`config.mk`:
```
export PLATFORM = sky130hd
export DESIGN_NAME = trial_division_prime_stats
export DESIGN_NICKNAME = d
export VERILOG_FILES = /design/src/hdl/tdps_pkg.sv /design/src/hdl/tdps_ram.sv /design/src/hdl/tdps_rem_unit.sv /design/src/hdl/trial_division_prime_stats.sv
export SDC_FILE = /design/constraint.sdc
export NUM_CORES = 1
export LEC_CHECK = 0
export BUFFER_PORTS_ARGS = -buffer_cell sky130_fd_sc_hd__buf_2
export CORE_UTILIZATION = 50
export DETAILED_ROUTE_END_ITERATION = 7
export PLACE_DENSITY = 0.67
export SETUP_SLACK_MARGIN = 0.1
export SYNTH_ARGS = -nofsm -noshare
export SYNTH_HDL_FRONTEND = slang
export SYNTH_SLANG_ARGS = --single-unit
```
`constraint.sdc`:
```
create_clock -name i_clk -period 12.8 [get_ports i_clk]
set_clock_uncertainty 0.1 [all_clocks]
set_input_delay 2.56 -clock i_clk [delete_from_list [all_inputs] [get_ports i_clk]]
set_output_delay 2.56 -clock i_clk [all_outputs]
set_load 0.01 [all_outputs]
```
`src/hdl/tdps_pkg.sv`:
```
// Shared types and constants for the trial-division prime statistics block.
// No dependencies; imported by tdps_rem_unit, the top level and the dv files.
`default_nettype none
package tdps_pkg;

    // Fixed result widths
    localparam int COUNT_BITS = 23;
    localparam int SUM_BITS   = 50;
    localparam int SLOT_BITS  = 4;

    // Parameter defaults
    localparam int VALUE_BITS_DEF = 27;
    localparam int TOP_DEPTH_DEF  = 10;

    // Item kinds
    localparam logic KIND_TEST = 1'b0;
    localparam logic KIND_READ = 1'b1;

    typedef enum logic [2:0] {
        ST_IDLE,
        ST_CHECK,
        ST_DIV,
        ST_FETCH,
        ST_UPDATE,
        ST_DONE
    } t_state;

    // Status from the remainder unit to the sequencer
    typedef struct packed {
        logic busy;
        logic done;
        logic zero;
    } t_rem_stat;

endpackage
`default_nettype wire

```
`src/hdl/tdps_ram.sv`:
```
// Generic single-write, single-read RAM with registered read data.
// Depends on nothing; used for the recent-primes store.
`default_nettype none
module tdps_ram #(
    parameter int WIDTH = 8,
    parameter int DEPTH = 16
) (
    input  wire logic                                 i_clk,
    input  wire logic                                 i_wr_en,
    input  wire logic [((DEPTH > 1) ? $clog2(DEPTH) : 1)-1:0] i_wr_addr,
    input  wire logic [WIDTH-1:0]                     i_wr_data,
    input  wire logic                                 i_rd_en,
    input  wire logic [((DEPTH > 1) ? $clog2(DEPTH) : 1)-1:0] i_rd_addr,
    output logic      [WIDTH-1:0]                     o_rd_data
);

    logic [WIDTH-1:0] r_mem [DEPTH];

    always_ff @(posedge i_clk) begin
        if (i_wr_en) begin
            r_mem[i_wr_addr] <= i_wr_data;
        end
        if (i_rd_en) begin
            o_rd_data <= r_mem[i_rd_addr];
        end
    end

endmodule
`default_nettype wire

```
`src/hdl/tdps_rem_unit.sv`:
```
// Iterative remainder unit: restoring division, one quotient bit per cycle.
// Depends on tdps_pkg (status struct).
`default_nettype none
module tdps_rem_unit
    import tdps_pkg::*;
#(
    parameter int VALUE_BITS = VALUE_BITS_DEF,
    parameter int DIV_BITS   = (VALUE_BITS + 1) / 2 + 2
) (
    input  wire logic                  i_clk,
    input  wire logic                  i_rst_n,
    input  wire logic                  i_start,
    input  wire logic [VALUE_BITS-1:0] i_dividend,
    input  wire logic [DIV_BITS-1:0]   i_divisor,
    output t_rem_stat                  o_stat
);

    localparam int CNT_BITS = $clog2(VALUE_BITS + 1);

    logic                  r_busy;
    logic                  r_done;
    logic [CNT_BITS-1:0]   r_cnt;
    logic [VALUE_BITS-1:0] r_dividend;
    logic [DIV_BITS-1:0]   r_divisor;
    logic [DIV_BITS-1:0]   r_rem;
    logic [DIV_BITS:0]     trial;
    logic [DIV_BITS:0]     diff;
    logic [DIV_BITS-1:0]   n_rem;

    // shift in next dividend bit, subtract divisor when it fits
    assign trial = {r_rem, r_dividend[VALUE_BITS-1]};
    assign diff  = trial - {1'b0, r_divisor};
    assign n_rem = (trial >= {1'b0, r_divisor}) ? diff[DIV_BITS-1:0] : trial[DIV_BITS-1:0];

    always_ff @(posedge i_clk) begin
        if (!i_rst_n) begin
            r_busy <= 1'b0;
            r_done <= 1'b0;
            r_cnt  <= '0;
        end else begin
            r_done <= 1'b0;
            if (i_start) begin
                r_busy <= 1'b1;
                r_cnt  <= CNT_BITS'(VALUE_BITS);
            end else if (r_busy) begin
                r_cnt <= r_cnt - 1'b1;
                if (r_cnt == CNT_BITS'(1)) begin
                    r_busy <= 1'b0;
                    r_done <= 1'b1;
                end
            end
        end
    end

    always_ff @(posedge i_clk) begin
        if (i_start) begin
            r_dividend <= i_dividend;
            r_divisor  <= i_divisor;
            r_rem      <= '0;
        end else if (r_busy) begin
            r_dividend <= {r_dividend[VALUE_BITS-2:0], 1'b0};
            r_rem      <= n_rem;
        end
    end

    assign o_stat = {r_busy, r_done, (r_rem == '0)};

endmodule
`default_nettype wire

```
`src/hdl/trial_division_prime_stats.sv`:
```
// Trial-division prime statistics: top level with sequencer, stats and store.
// Depends on tdps_pkg, tdps_rem_unit and tdps_ram.
//
// Usage:
//  - Input channel (i_in_valid / o_in_stall): a transfer carries i_kind,
//    i_candidate_value and i_slot. Kind test checks the candidate for
//    primality; kind read returns one slot of the newest-primes store
//    (slot 0 oldest). o_in_stall is high while an item is in work.
//  - Output channel (o_out_valid / i_out_stall): exactly one result per
//    item, held in an output register. The next item is taken while a
//    finished result still waits; a second result waits in the sequencer
//    until the output register frees up, stalling the input meanwhile.
//  - Item flow: a read item passes the fetch, update and done states into the
//    output register, and the input reopens after that. A test item first
//    tries divisor 2, then each odd divisor k with k*k at most the value on
//    the shared bit-serial remainder unit; composites stop at the first
//    divisor that divides. A prime near 2^27 needs about 5800 odd divisors.
//  - Reset (synchronous, active low) clears the count, the sum, the store
//    fill and pointer, and the handshakes. Store contents are not cleared;
//    the fill count keeps unwritten entries from ever being used.
//  - A stalled receiver holds the output payload stable.
`default_nettype none
module trial_division_prime_stats
    import tdps_pkg::*;
#(
    parameter int VALUE_BITS = VALUE_BITS_DEF,
    parameter int TOP_DEPTH  = TOP_DEPTH_DEF
) (
    input  wire logic                  i_clk,
    input  wire logic                  i_rst_n,
    // input channel
    input  wire logic                  i_in_valid,
    output logic                       o_in_stall,
    input  wire logic                  i_kind,
    input  wire logic [VALUE_BITS-1:0] i_candidate_value,
    input  wire logic [SLOT_BITS-1:0]  i_slot,
    // output channel
    output logic                       o_out_valid,
    input  wire logic                  i_out_stall,
    output logic                       o_is_prime,
    output logic [COUNT_BITS-1:0]      o_prime_count,
    output logic [SUM_BITS-1:0]        o_prime_sum,
    output logic [VALUE_BITS-1:0]      o_slot_value,
    output logic                       o_slot_valid
);

    // divisor and its square
    localparam int KW  = (VALUE_BITS + 1) / 2 + 2;
    localparam int SQW = 2 * KW;
    // store pointers
    localparam int PW  = (TOP_DEPTH > 1) ? $clog2(TOP_DEPTH) : 1;
    localparam int FW  = $clog2(TOP_DEPTH + 1);
    localparam int XW  = PW + 1 + SLOT_BITS;   // room for pointer sums

    t_state r_state, n_state;

    // item in work
    logic                  r_kind;
    logic [VALUE_BITS-1:0] r_v;
    logic [SLOT_BITS-1:0]  r_slot;
    logic [KW-1:0]         r_k;
    logic [SQW-1:0]        r_sq;
    logic                  r_prime;
    logic                  r_slot_hit;
    logic [VALUE_BITS-1:0] r_slot_data;

    // running statistics and store bookkeeping
    logic [COUNT_BITS-1:0] r_count;
    logic [SUM_BITS-1:0]   r_sum;
    logic [FW-1:0]         r_fill;
    logic [PW-1:0]         r_oldest;

    // output register
    logic                  r_out_valid;
    logic                  r_o_prime;
    logic [COUNT_BITS-1:0] r_o_count;
    logic [SUM_BITS-1:0]   r_o_sum;
    logic [VALUE_BITS-1:0] r_o_slot_value;
    logic                  r_o_slot_valid;

    // control
    logic      in_take;
    logic      out_free;
    logic      rem_start;
    logic      rd_en;
    logic      wr_en;
    logic      load_out;
    logic      sq_over;
    t_rem_stat rem_stat;

    // address arithmetic
    logic [XW-1:0]         fill_x, old_x, slot_x, depth_x;
    logic [XW-1:0]         newest_raw, slot_raw, tail_raw;
    logic [PW-1:0]         newest_addr, slot_addr, tail_addr, rd_addr, wr_addr;
    logic [PW-1:0]         oldest_inc;
    logic [VALUE_BITS-1:0] rd_data;
    logic                  slot_in_fill;
    logic                  store_take;
    logic [SUM_BITS:0]     sum_add;
    logic [SQW-1:0]        sq_step;

    assign out_free = !r_out_valid || !i_out_stall;
    assign in_take  = i_in_valid && !o_in_stall;
    assign sq_over  = r_sq > SQW'(r_v);

    // ---------------- store addressing ----------------
    assign fill_x  = XW'(r_fill);
    assign old_x   = XW'(r_oldest);
    assign slot_x  = XW'(r_slot);
    assign depth_x = XW'(TOP_DEPTH);

    assign newest_raw = old_x + fill_x - XW'(1);
    assign slot_raw   = old_x + slot_x;
    assign tail_raw   = old_x + fill_x;

    // sums that are used stay below twice the depth: one compare and subtract
    // (a slot past the fill may wrap wrong, its data is dropped anyway)
    assign newest_addr = (newest_raw >= depth_x) ? PW'(newest_raw - depth_x) : PW'(newest_raw);
    assign slot_addr   = (slot_raw >= depth_x) ? PW'(slot_raw - depth_x) : PW'(slot_raw);
    assign tail_addr   = (tail_raw >= depth_x) ? PW'(tail_raw - depth_x) : PW'(tail_raw);
    assign oldest_inc  = (old_x + XW'(1) >= depth_x) ? '0 : PW'(old_x + XW'(1));

    assign slot_in_fill = slot_x < fill_x;
    assign rd_addr      = (r_kind == KIND_READ) ? slot_addr : newest_addr;

    // greater than the newest stored prime, or store empty
    assign store_take = (r_fill == '0) || (rd_data < r_v);
    assign wr_addr    = (r_fill == FW'(TOP_DEPTH)) ? r_oldest : tail_addr;

    assign sum_add = {1'b0, r_sum} + (SUM_BITS + 1)'(r_v);
    // (k+2)^2 = k^2 + 4k + 4
    assign sq_step = r_sq + SQW'({r_k, 2'b00}) + SQW'(4);

    // ---------------- sequencer: next state ----------------
    always_comb begin
        n_state = r_state;
        case (r_state)
            ST_IDLE: begin
                if (i_in_valid) begin
                    n_state = (i_kind == KIND_READ) ? ST_FETCH : ST_CHECK;
                end
            end
            ST_CHECK: begin
                if (r_v < VALUE_BITS'(2)) begin
                    n_state = ST_DONE;
                end else if (sq_over) begin
                    n_state = ST_FETCH;
                end else if (r_k == KW'(2)) begin
                    n_state = r_v[0] ? ST_CHECK : ST_DONE;
                end else begin
                    n_state = ST_DIV;
                end
            end
            ST_DIV: begin
                if (rem_stat.done) begin
                    n_state = rem_stat.zero ? ST_DONE : ST_CHECK;
                end
            end
            ST_FETCH:  n_state = ST_UPDATE;
            ST_UPDATE: n_state = ST_DONE;
            ST_DONE: begin
                if (out_free) begin
                    n_state = ST_IDLE;
                end
            end
            default:   n_state = ST_IDLE;
        endcase
    end

    // ---------------- sequencer: control outputs ----------------
    always_comb begin
        o_in_stall = 1'b1;
        rem_start  = 1'b0;
        rd_en      = 1'b0;
        wr_en      = 1'b0;
        load_out   = 1'b0;
        case (r_state)
            ST_IDLE:   o_in_stall = 1'b0;
            ST_CHECK:  rem_start  = (r_v >= VALUE_BITS'(2)) && !sq_over && (r_k != KW'(2));
            ST_DIV:    rem_start  = 1'b0;
            ST_FETCH:  rd_en      = 1'b1;
            ST_UPDATE: wr_en      = (r_kind == KIND_TEST) && store_take;
            ST_DONE:   load_out   = out_free;
            default:   o_in_stall = 1'b1;
        endcase
    end

    // ---------------- control registers ----------------
    always_ff @(posedge i_clk) begin
        if (!i_rst_n) begin
            r_state     <= ST_IDLE;
            r_count     <= '0;
            r_sum       <= '0;
            r_fill      <= '0;
            r_oldest    <= '0;
            r_out_valid <= 1'b0;
        end else begin
            r_state <= n_state;
            if (r_state == ST_UPDATE && r_kind == KIND_TEST) begin
                if (r_count != '1) begin
                    r_count <= r_count + 1'b1;
                end
                r_sum <= sum_add[SUM_BITS] ? '1 : sum_add[SUM_BITS-1:0];
                if (store_take) begin
                    if (r_fill == FW'(TOP_DEPTH)) begin
                        r_oldest <= oldest_inc;
                    end else begin
                        r_fill <= r_fill + 1'b1;
                    end
                end
            end
            if (load_out) begin
                r_out_valid <= 1'b1;
            end else if (!i_out_stall) begin
                r_out_valid <= 1'b0;
            end
        end
    end

    // ---------------- item datapath ----------------
    always_ff @(posedge i_clk) begin
        if (in_take) begin
            r_kind     <= i_kind;
            r_v        <= i_candidate_value;
            r_slot     <= i_slot;
            r_k        <= KW'(2);
            r_sq       <= SQW'(4);
            r_prime    <= 1'b0;
            r_slot_hit <= 1'b0;
            r_slot_data <= '0;
        end else begin
            case (r_state)
                ST_CHECK: begin
                    if (r_v >= VALUE_BITS'(2) && !sq_over && r_k == KW'(2)) begin
                        r_k  <= KW'(3);
                        r_sq <= SQW'(9);
                    end
                end
                ST_DIV: begin
                    if (rem_stat.done && !rem_stat.zero) begin
                        r_k  <= r_k + KW'(2);
                        r_sq <= sq_step;
                    end
                end
                ST_FETCH: begin
                    r_prime <= (r_kind == KIND_TEST);
                end
                ST_UPDATE: begin
                    if (r_kind == KIND_READ) begin
                        r_slot_hit  <= slot_in_fill;
                        r_slot_data <= slot_in_fill ? rd_data : '0;
                    end
                end
                default: begin
                    r_k <= r_k;
                end
            endcase
        end
    end

    // ---------------- output register ----------------
    always_ff @(posedge i_clk) begin
        if (load_out) begin
            r_o_prime      <= r_prime;
            r_o_count      <= r_count;
            r_o_sum        <= r_sum;
            r_o_slot_value <= r_slot_data;
            r_o_slot_valid <= r_slot_hit;
        end
    end

    assign o_out_valid   = r_out_valid;
    assign o_is_prime    = r_o_prime;
    assign o_prime_count = r_o_count;
    assign o_prime_sum   = r_o_sum;
    assign o_slot_value  = r_o_slot_value;
    assign o_slot_valid  = r_o_slot_valid;

    // ---------------- shared remainder unit ----------------
    tdps_rem_unit #(
        .VALUE_BITS (VALUE_BITS),
        .DIV_BITS   (KW)
    ) u_rem (
        .i_clk      (i_clk),
        .i_rst_n    (i_rst_n),
        .i_start    (rem_start),
        .i_dividend (r_v),
        .i_divisor  (r_k),
        .o_stat     (rem_stat)
    );

    // ---------------- newest-primes store ----------------
    tdps_ram #(
        .WIDTH (VALUE_BITS),
        .DEPTH (TOP_DEPTH)
    ) u_store (
        .i_clk     (i_clk),
        .i_wr_en   (wr_en),
        .i_wr_addr (wr_addr),
        .i_wr_data (r_v),
        .i_rd_en   (rd_en),
        .i_rd_addr (rd_addr),
        .o_rd_data (rd_data)
    );

endmodule
`default_nettype wire

```
# --- Yosys cells after proc, flatten, opt, wreduce, memory -nomap -nowiden ---
# Memory sizes are Yosys's and may differ from the RTL's. A register that Yosys moved wholly into a read port is not among the register bits.
# Index checks and enable logic that the tools add are counted.
classes:
  add_sub_neg: 15
  magnitude_cmp: 10
  n_eq_ne: 16
  mux: 42
  bitwise: 4
  reduce_logical: 26
ops:
  columns: ["cell", "count"]
  rows:
  - ["$mux W27", 3]
  - ["$mux W32", 2]
  - ["$pmux W32 S2", 1]
  - ["$add A50 B27 Y51", 1]
  - ["$mux W50", 1]
  - ["$mux W16", 3]
  - ["$add A32 B18 Y32", 1]
  - ["$add A32 B3 Y32 const B", 1]
  - ["$gt A32 B27 Y1", 1]
  - ["$pmux W16 S2", 1]
  - ["$ge A27 B2 Y1 const B", 1]
  - ["$lt A27 B2 Y1 const B", 1]
  - ["$lt A27 B27 Y1", 1]
  - ["$mux W3", 8]
  - ["$mux W4", 6]
  - ["$add A23 B1 Y23 const B", 1]
  - ["$ne A23 B23 Y1 const B", 1]
  - ["$ge A9 B4 Y1 const B", 2]
  - ["$pmux W3 S6", 1]
  - ["$ge A17 B16 Y1", 1]
  - ["$add A16 B2 Y16 const B", 1]
  - ["$eq A16 B2 Y1 const B", 1]
  - ["$logic_not A16 Y1", 1]
  - ["$ne A16 B2 Y1 const B", 1]
  - ["30 further kinds", 71]
word_totals:
  regBits: 362
  mem_bits_rw: 270
  memories: 1
mem_list:
  columns: ["memory", "depth", "width", "read_ports", "rd_ports_with_merged_regs", "wr", "line_no", "text"]
  rows:
  - ["u_store.r_mem", 10, 27, 1, 1, 1, "tdps_ram.sv:17", "logic [WIDTH-1:0] r_mem [DEPTH];"]

# --- Longest topological paths before layout ---
# Gate-level depths: netlist of the first run.
depth:
  ltp_word: 6
  ltp_mapped: 16
  ltp_nobuf: 15

# --- Modules after synthesis ---
# A second synthesis of the first run with hierarchy kept.
unflattened:
  hier_cells: 2429
  hier_area_um2: 30242.8
by_module_without_submodules:
  columns: ["module", "n_inst", "cells_each", "area_per_inst_um2", "seq_area_each_um2"]
  rows:
  - ["trial_division_prime_stats", 1, 1492, 15114.5, 7247.0]
  - ["tdps_ram", 1, 591, 11456.0, 8918.6]
  - ["tdps_rem_unit", 1, 346, 3672.3, 1751.7]

# --- Least setup slack after synthesis of the first run ---
# No wires, ideal clock.
synth_timing:
  kind: "input to register"
  from: "input i_out_stall"
  to: "register r_o_prime, in the netlist o_is_prime (enable)"
  setup_time_ns: 0.564
  t_arrival_ns: 6.996
  path_slack_ns: 5.141
  path_stages: 3
  cell_sequence: "nand2_1 > nand2_1 > nor2_1"
synth_between:
  elab_chain_cells: 3
synth_lines:
  columns: ["element", "line_no", "text"]
  rows:
  - ["start: declaration", "trial_division_prime_stats.sv:39", "input wire logic i_out_stall,"]
  - ["$logic_not A1 Y1", null, null]
  - ["$logic_or A1 B1 Y1", "trial_division_prime_stats.sv:102", "assign out_free = !r_out_valid || !i_out_stall;"]
  - ["$mux W1", "trial_division_prime_stats.sv:177", "case (r_state)"]
  - ["named net load_out", "trial_division_prime_stats.sv:87", "logic load_out;"]
  - ["end signal: assignment", "trial_division_prime_stats.sv:264", "r_o_prime <= r_prime;"]
  - ["end: declaration", "trial_division_prime_stats.sv:75", "logic r_o_prime;"]
# The timed path passes the listed nets, and every way through them passes these cells.
# A chain may end at the register's enable or synchronous reset.

# --- Worst setup path after layout of the first run ---
layout_timing:
  from: "register r_oldest[0]"
  to: "register u_store.o_rd_data[22], read port of u_store.r_mem (data pin)"
layout_between:
  elab_chain_cells: 5
  elab_cells_between_ends: 10
layout_lines:
  columns: ["element", "line_no", "text"]
  rows:
  - ["start: declaration", "trial_division_prime_stats.sv:71", "logic [PW-1:0] r_oldest;"]
  - ["start signal: assignment", "trial_division_prime_stats.sv:206", "r_oldest <= oldest_inc;"]
  - ["$add A4 B4 Y5", "trial_division_prime_stats.sv:112", "assign newest_raw = old_x + fill_x - XW'(1);"]
  - ["$sub A5 B1 Y6", "trial_division_prime_stats.sv:112", null]
  - ["$ge A9 B4 Y1 or $sub A4 B4 Y4 (tied branches)", "trial_division_prime_stats.sv:118", "assign newest_addr = (newest_raw >= depth_x) ? PW'(newest_raw - depth_x) : PW'(newest_raw);"]
  - ["$mux W4", "trial_division_prime_stats.sv:118", null]
  - ["$mux W4 *", "trial_division_prime_stats.sv:124", "assign rd_addr = (r_kind == KIND_READ) ? slot_addr : newest_addr;"]
  - ["end: declaration", "tdps_ram.sv:14", "output logic [WIDTH-1:0] o_rd_data"]
# Mark *: on every way between the ends. The rest lies on a longest branch, timed or not.

==> metrics.txt, run 1 <==
Avg Cell Area, Syn=11.8 um^2; Final Max Tran Viols=0; max_cap viols=0; Startpoint Class=flip-flop; Die H=247 um; max frequency=198 MHz; FP Rows=89; Final Hold Fails=0; Hold Slack=331 ps; root buf cell=clkbuf_16; Initial DRC Count=roughly 1.6k; n_diodes=0; maximum vdd ir drop=between 0.1 and 0.15 mV; worst setup path class=flip-flop to flip-flop; Buf/Inv on CP=4; H-tree depth=3; vias in the first global route=20.3k; Congestion Overflow GR=0; setup TNS=0 ps; Mapped Area=roughly 30,000 um^2; top cell type by total area after synthesis=edfxtp_1; largest cells by area after synthesis=edfxtp_1 (48%), dfxtp_1 (12%), ha_1 (6.4%), a21oi_1 (3.4%), nand2_1 (3.1%); vias=20.9k; Synth cell types=85; Post-Syn Instances=2,536; core footprint=59,100 um^2; CTS tree=built; Primary FF master, synth=edfxtp_1; top cell type's share of synthesized area=47.5%; Via-to-Cell Ratio=5.97; CTS Sinks=658; FF-to-FF Start=r_oldest[0]; Post-synth ARST share=0%; Final ANT Viol Nets=0; Die Wd=247 um; CP Data Required Time=13,140 ps; Worst-Margin Slew=1350 ps; GPL Wtd Cong=0.895; Die ar.=60,900 um^2; P&R area growth vs syn=13.4%; fin nets=between 2k and 3k; initial core utilization=about half; Post-synth EDFFs=474; # IOs=140; CP delay by family, top=buffers and inverters; post-DP HPWL=47,700 um; wire per inst=21.7 um; failing checks=DRC; unrepaired setup endpoints after global routing=no; drt pass-1 iters=8; post-synthesis register bit count=658; # setup viols final=0; Hold WC Path Type=flip-flop to flip-flop; Slew Limit Headroom=approximately 9.6%; Crit. Startpoint=r_oldest[0]; status=finished, violations left; Worst path most repeated cell=ha_1; Tot GR Track Use=25.1%; hold_buf cts=0; sequential share of the synthesized area=between 50% and 60%; Final Cycle Share=slightly below 40%; post-CTS sizing=0; first-pass GRT wire length=about 120,000 um; clk_lat worst skew=620 ps; slowest stage delay, CP=~790 ps; slowest CP cell=buf_4; Arrival @ worst endpoint=5390 ps; share of cells above drive strength 1=13.8%; maximum clock path buffer count=3; detailed-route DRC error count=10; Worst setup EP type=flip-flop; min Tclk post-route=a little over 5000 ps; clk slew on worst S/H paths=60 ps; initial antenna violation count=0; TritonCTS buffer count=72; worst hold path startpoint=r_slot_hit; Setup Buffers After CTS=0; Finished Layout Cells=about 3.5k; placed cells=about 3.4k; total wire length=76,000 um; cell leakage power=12.9 nW; PwrDens=202 nW/um^2; Critical Path Fanout Max=62; largest net degree at the start of global routing=83; Yosys warnings=0; syn nets=between 2k and 3k; CP cell instances=ha_1, fa_1, inv_1, ha_1, inv_1, xnor2_1, ha_1, nor4b_1, a211oi_1, mux2i_1, nor3_2, buf_4, buf_4, mux2i_1, a32o_1, nor3_1; port bufs=139
-- power by group --
part	internal [mW]	leakage, nW	switching, mW
logic	0.676	5.86	1.13
clock network	1.27	1.20	0.884
registers	2.64	5.81	0.268
total	4.59	12.9	2.28
-- sequential cells by signal, indices dropped and copies added, names as in the netlist, 3 cells and up --
| signal | cells |
|---|---|
| u_store.r_mem | 270 |
| u_rem.r_cnt | 5 |
| r_slot | 4 |
| u_rem.r_divisor | 16 |
| u_store.o_rd_data | 27 |
| u_rem.r_dividend | 27 |
| r_slot_data | 27 |
| o_prime_sum | 50 |
| r_oldest | 4 |
| r_v | 27 |
| r_sq | 31 |
| r_state | 3 |
| r_count | 23 |
| u_rem.r_rem | 16 |
| o_prime_count | 23 |
| o_slot_value | 27 |
| r_sum | 50 |
| r_k | 16 |
| r_fill | 4 |
-- worst register-to-register path, stage by stage, from the launching register on --
cell and delay [ps]:
dfxtp_1 480, ha_1 240, fa_1 460, inv_1 170, ha_1 230, inv_1 80, xnor2_1 210, ha_1 330
nor4b_1 280, a211oi_1 110, mux2i_1 190, nor3_2 200, buf_4 330, buf_4 810, mux2i_1 260, a32o_1 240
nor3_1 160
-- routing by layer --
metal  part of all wire, %  track usage, %
met1                    43            33.8
met2                    47            40.6
met3                   6.6            3.98
met4                   3.1            9.91
met5                     0               0
-- worst paths after layout --
check | cells past startpoint | slack [ps] | to
min reg2reg | 0 | 330 | o_slot_valid
min | 0 | 330 | o_slot_valid
max | 16 | 7750 | u_store.o_rd_data[22]
max reg2reg | 16 | 7750 | u_store.o_rd_data[22]
-- kinds of logic after synthesis --
logic type | after synthesis | share of synthesized area, %
and+or+nand+nor | 768 | 12.5
muxes | 78 | 2.72
buffers and inverters | 208 | 2.79
xor gates and xnor gates | 79 | 2.33
DFF | 658 | 59.8
adders and majority gates | 159 | 6.77
AOI/OAI and AO/OA | 586 | 13.1
-- synth_stat cells, drive strengths merged (11+ instances only) --
cell / number
a211oi: 56
a21o: 51
a21oi: 202
a22oi: 30
a31oi: 26
a32o: 28
and2: 40
and3: 37
buf: 24
clkbuf: 84
dfxtp: 184
edfxtp: 474
ha: 154
inv: 98
mux2: 28
mux2i: 50
nand2: 246
nand2b: 18
nand3: 43
nand4: 36
nor2: 151
nor2b: 12
nor3: 89
nor4: 17
o211ai: 11
o21a: 16
o21ai: 84
o31ai: 15
or3: 32
or4: 11
xnor2: 40
xor2: 39
-- placed cells by master (no fill, tap or decap), types with 30 or more instances in the layout --
cell       netlist  layout
a211oi_1        36      35
nand2_1        246     246
inv_1           97      97
clkbuf_16        0      72
or3_1           32      32
dfxtp_1        184     184
nand3_1         43      43
a21o_1          51      50
nor2_1         151     140
a21oi_1        201     200
mux2i_1         50      50
ha_1           154     154
xor2_1          39      39
o21ai_0         83      83
and3_1          37      37
nand4_1         36      36
and2_1          37      37
nor3_1          88      85
xnor2_1         39      39
buf_2           15     139
a22oi_1         30      30
edfxtp_1       474     474
buf_4            3      30
-- metrics by stage --
step	power, mW	utilization [%]	setup WS, ps	instance area (um^2)
final	6.87	57.5	7750	34000
after global routing	7.22	57.5	7390	34000
after CTS	6.91	57.5	7830	34000
after detailed placement	4.74	53.2	7700	31500
after global placement	4.68	53.2	7810	31500
after floorplan	4.18	-	5140	30000
-- area by class of cell --
type                            count  area, um^2
Sequential cell                   658       17900
Timing Repair Buffer              169         921
Multi-Input combinational cell   1670       11300
Fill cell                        4738       25100
Tap cell                          773         967
Clock inverter                     46         596
Inverter                          100         375
Clock buffer                       87        1920
Note: power is estimated with default switching activity, not from simulation.
==> run 2: changes to the inputs <==
==> constraint.sdc (replaced) <==
create_clock -name i_clk -period 4.77 [get_ports i_clk]
set_clock_uncertainty 0.1 [all_clocks]
set_input_delay 0.954 -clock i_clk [delete_from_list [all_inputs] [get_ports i_clk]]
set_output_delay 0.954 -clock i_clk [all_outputs]
set_load 0.01 [all_outputs]
==> run 2 against run 1 <==
The flow still finishes with violations (DRC). Power grew to 2.7 times the previous value. Hold slack improved by 1.3 ps. Sequential share of layout area down 0.16 points. Final cell count increased by 0.83%. Via count increased by 0.41%. Global-route usage barely moved. Non-clock buffer count is 28 higher. Sequential power grew to 2.6 times the previous value. Wire length grew 0.82%. Highest routed layer unchanged. Die area is the same. Flip-flop and latch count is the same. Largest power group unchanged.
==> metrics.txt, run 2 (synthesized netlist as in run 1, its figures left out) <==
H-tree depth=3; Switching Fraction=33.8%; post-DP HPWL=just over 50,000 um; worst hold path startpoint=r_slot_data[5]; Die Wd=247 um; most frequent cells in the layout=edfxtp_1 (474), nand2_1 (246), a21oi_1 (200), dfxtp_1 (183), ha_1 (153); clk_lat worst skew=630 ps; min Tclk post-route=approximately 4500 ps; WP depth=16; Buf/Inv on CP=4; CP delay by family, top=adder cells; slowest stage delay, CP=480 ps; max_cap viols=0; most common cell after layout, fill and taps aside=edfxtp_1; drt pass-1 iters=7; maximum vdd ir drop=between 0.3 and 0.4 mV; Initial DRC Count=1,907; Via-to-Cell Ratio=5.95; Reg2Reg Capture Point=u_store.o_rd_data[14]; Tot GR Track Use=25.1%; Crit. Startpoint=r_oldest[0]; fin nets=2,893; maximum clock path buffer count=3; # setup viols final=0; GPL Wtd Cong=0.954; core footprint=59,100 um^2; Slew Limit Headroom=13.4%; Die ar.=60,900 um^2; cell leakage power=about 13 nW; TritonCTS buffer count=slightly above 70; FP Rows=89; vias=roughly 21k; port bufs=139; Die H=roughly 250 um; part of the power in combinational logic=28.5%; Critical Path Fanout Max=38; hold_buf cts=0; root buf cell=clkbuf_16; unrepaired setup endpoints after global routing=no; internal power=12.1 mW; hold depth=0; Worst Hold Path EP=o_slot_value[5]; setup TNS=0 ps; worst setup path class=flip-flop to flip-flop; Final Hold Fails=0; Worst setup EP type=flip-flop; FF-to-FF Start=r_oldest[0]; initial core utilization=50.7%; Arrival @ worst endpoint=4740 ps; Pwr Total=roughly 18 mW; status=finished, violations left; initial antenna violation count=0; Final ANT Viol Nets=0; total wire length=76,600 um; Final Max Tran Viols=0; largest net degree at the start of global routing=103; Reg2Reg Setup Slack=290 ps; wire per inst=21.7 um; Top reg by flops=u_store.r_mem; Worst-Margin Slew=roughly 1300 ps; R2R depth=16; # IOs=140; failing checks=DRC; Hold WC Path Type=flip-flop to flip-flop; P&R area growth vs syn=13.8%; Startpoint Class=flip-flop; sequential power share=42.0%; clk slew on worst S/H paths=60 ps; slowest CP cell=fa_1; detailed-route DRC error count=12; Hold Slack=332 ps; CP cell instances=ha_1, fa_1, inv_1, ha_1, inv_1, xnor2_1, ha_2, nor4b_1, a211oi_1, mux2i_1, nor3_2, buf_12, buf_12, mux2i_1, a32o_1, nor3_1; PwrDens=537 nW/um^2; Congestion Overflow GR=0; CTS tree=built; Sw Pwr=6.18 mW; CTS Sinks=658; max frequency=between 200 and 250 MHz; CP Data Required Time=5030 ps; vias in the first global route=roughly 20k; Final Cycle Share=93.9%; share of cells above drive strength 1=between 10% and 20%; first-pass GRT wire length=117,000 um; max reg flops=270; Clk pwr share=between 20 and 30%
## run 2: timing repair
| action | in CTS | in global routing |
|---|---|---|
| buffers inserted | 0 | 0 |
| endpoints found under the setup margin | 0 | 27 |
| gates resized for setup | 0 | 2 |
| hold endpoints to repair | 0 | 0 |
## run 2: how the worst max path moves through the flow
| stage | to | slack, ps |
|---|---|---|
| 2_1_floorplan | o_is_prime | 430 |
| 3_3_place_gp | u_store.o_rd_data[5] | 380 |
| 3_5_place_dp | u_store.o_rd_data[3] | 280 |
| 4_1_cts | u_store.o_rd_data[14] | 240 |
| 5_1_grt | u_store.o_rd_data[1] | 110 |
| 6_report | u_store.o_rd_data[14] | 290 |
## run 2: power groups by stage
stage	Combinational (mW)	Clock, mW	Sequential [mW]
2_1_floorplan	3.65	0	7.56
3_3_place_gp	5.01	0	7.76
3_5_place_dp	5.17	0	7.78
4_1_cts	5.20	5.51	7.66
5_1_grt	5.68	5.75	7.72
6_report	5.21	5.41	7.68
## run 2: metrics by stage
stage          area (um^2)  util (%)  std cells  setup slack (ps)
6_report             34100      57.6       3532               290
3_3_place_gp         31800      53.7       3398               378
3_5_place_dp         31800      53.7       3398               280
4_1_cts              34100      57.6       3530               243
2_1_floorplan        30000         -       2536               433
5_1_grt              34100      57.6       3530               111
## run 2: area by class of cell
type	instances	area, um^2
Tap cell	773	967
Clock buffer	92	1900
Timing Repair Buffer	197	1220
Sequential cell	658	17900
Inverter	100	375
Antenna cell	2	5.00
Clock inverter	40	414
Multi-Input combinational cell	1670	11300
Fill cell	4751	25000
## run 2: layer usage
layer	routed length [um]	GRT usage [%]	share of wire (%)	up-vias
met5	0	0	0	-
met4	2020	8.33	2.6	0
met3	4570	3.61	6.0	125
met2	36800	41.3	48	711
met1	33200	34.1	43	10341
li1	-	-	-	9827
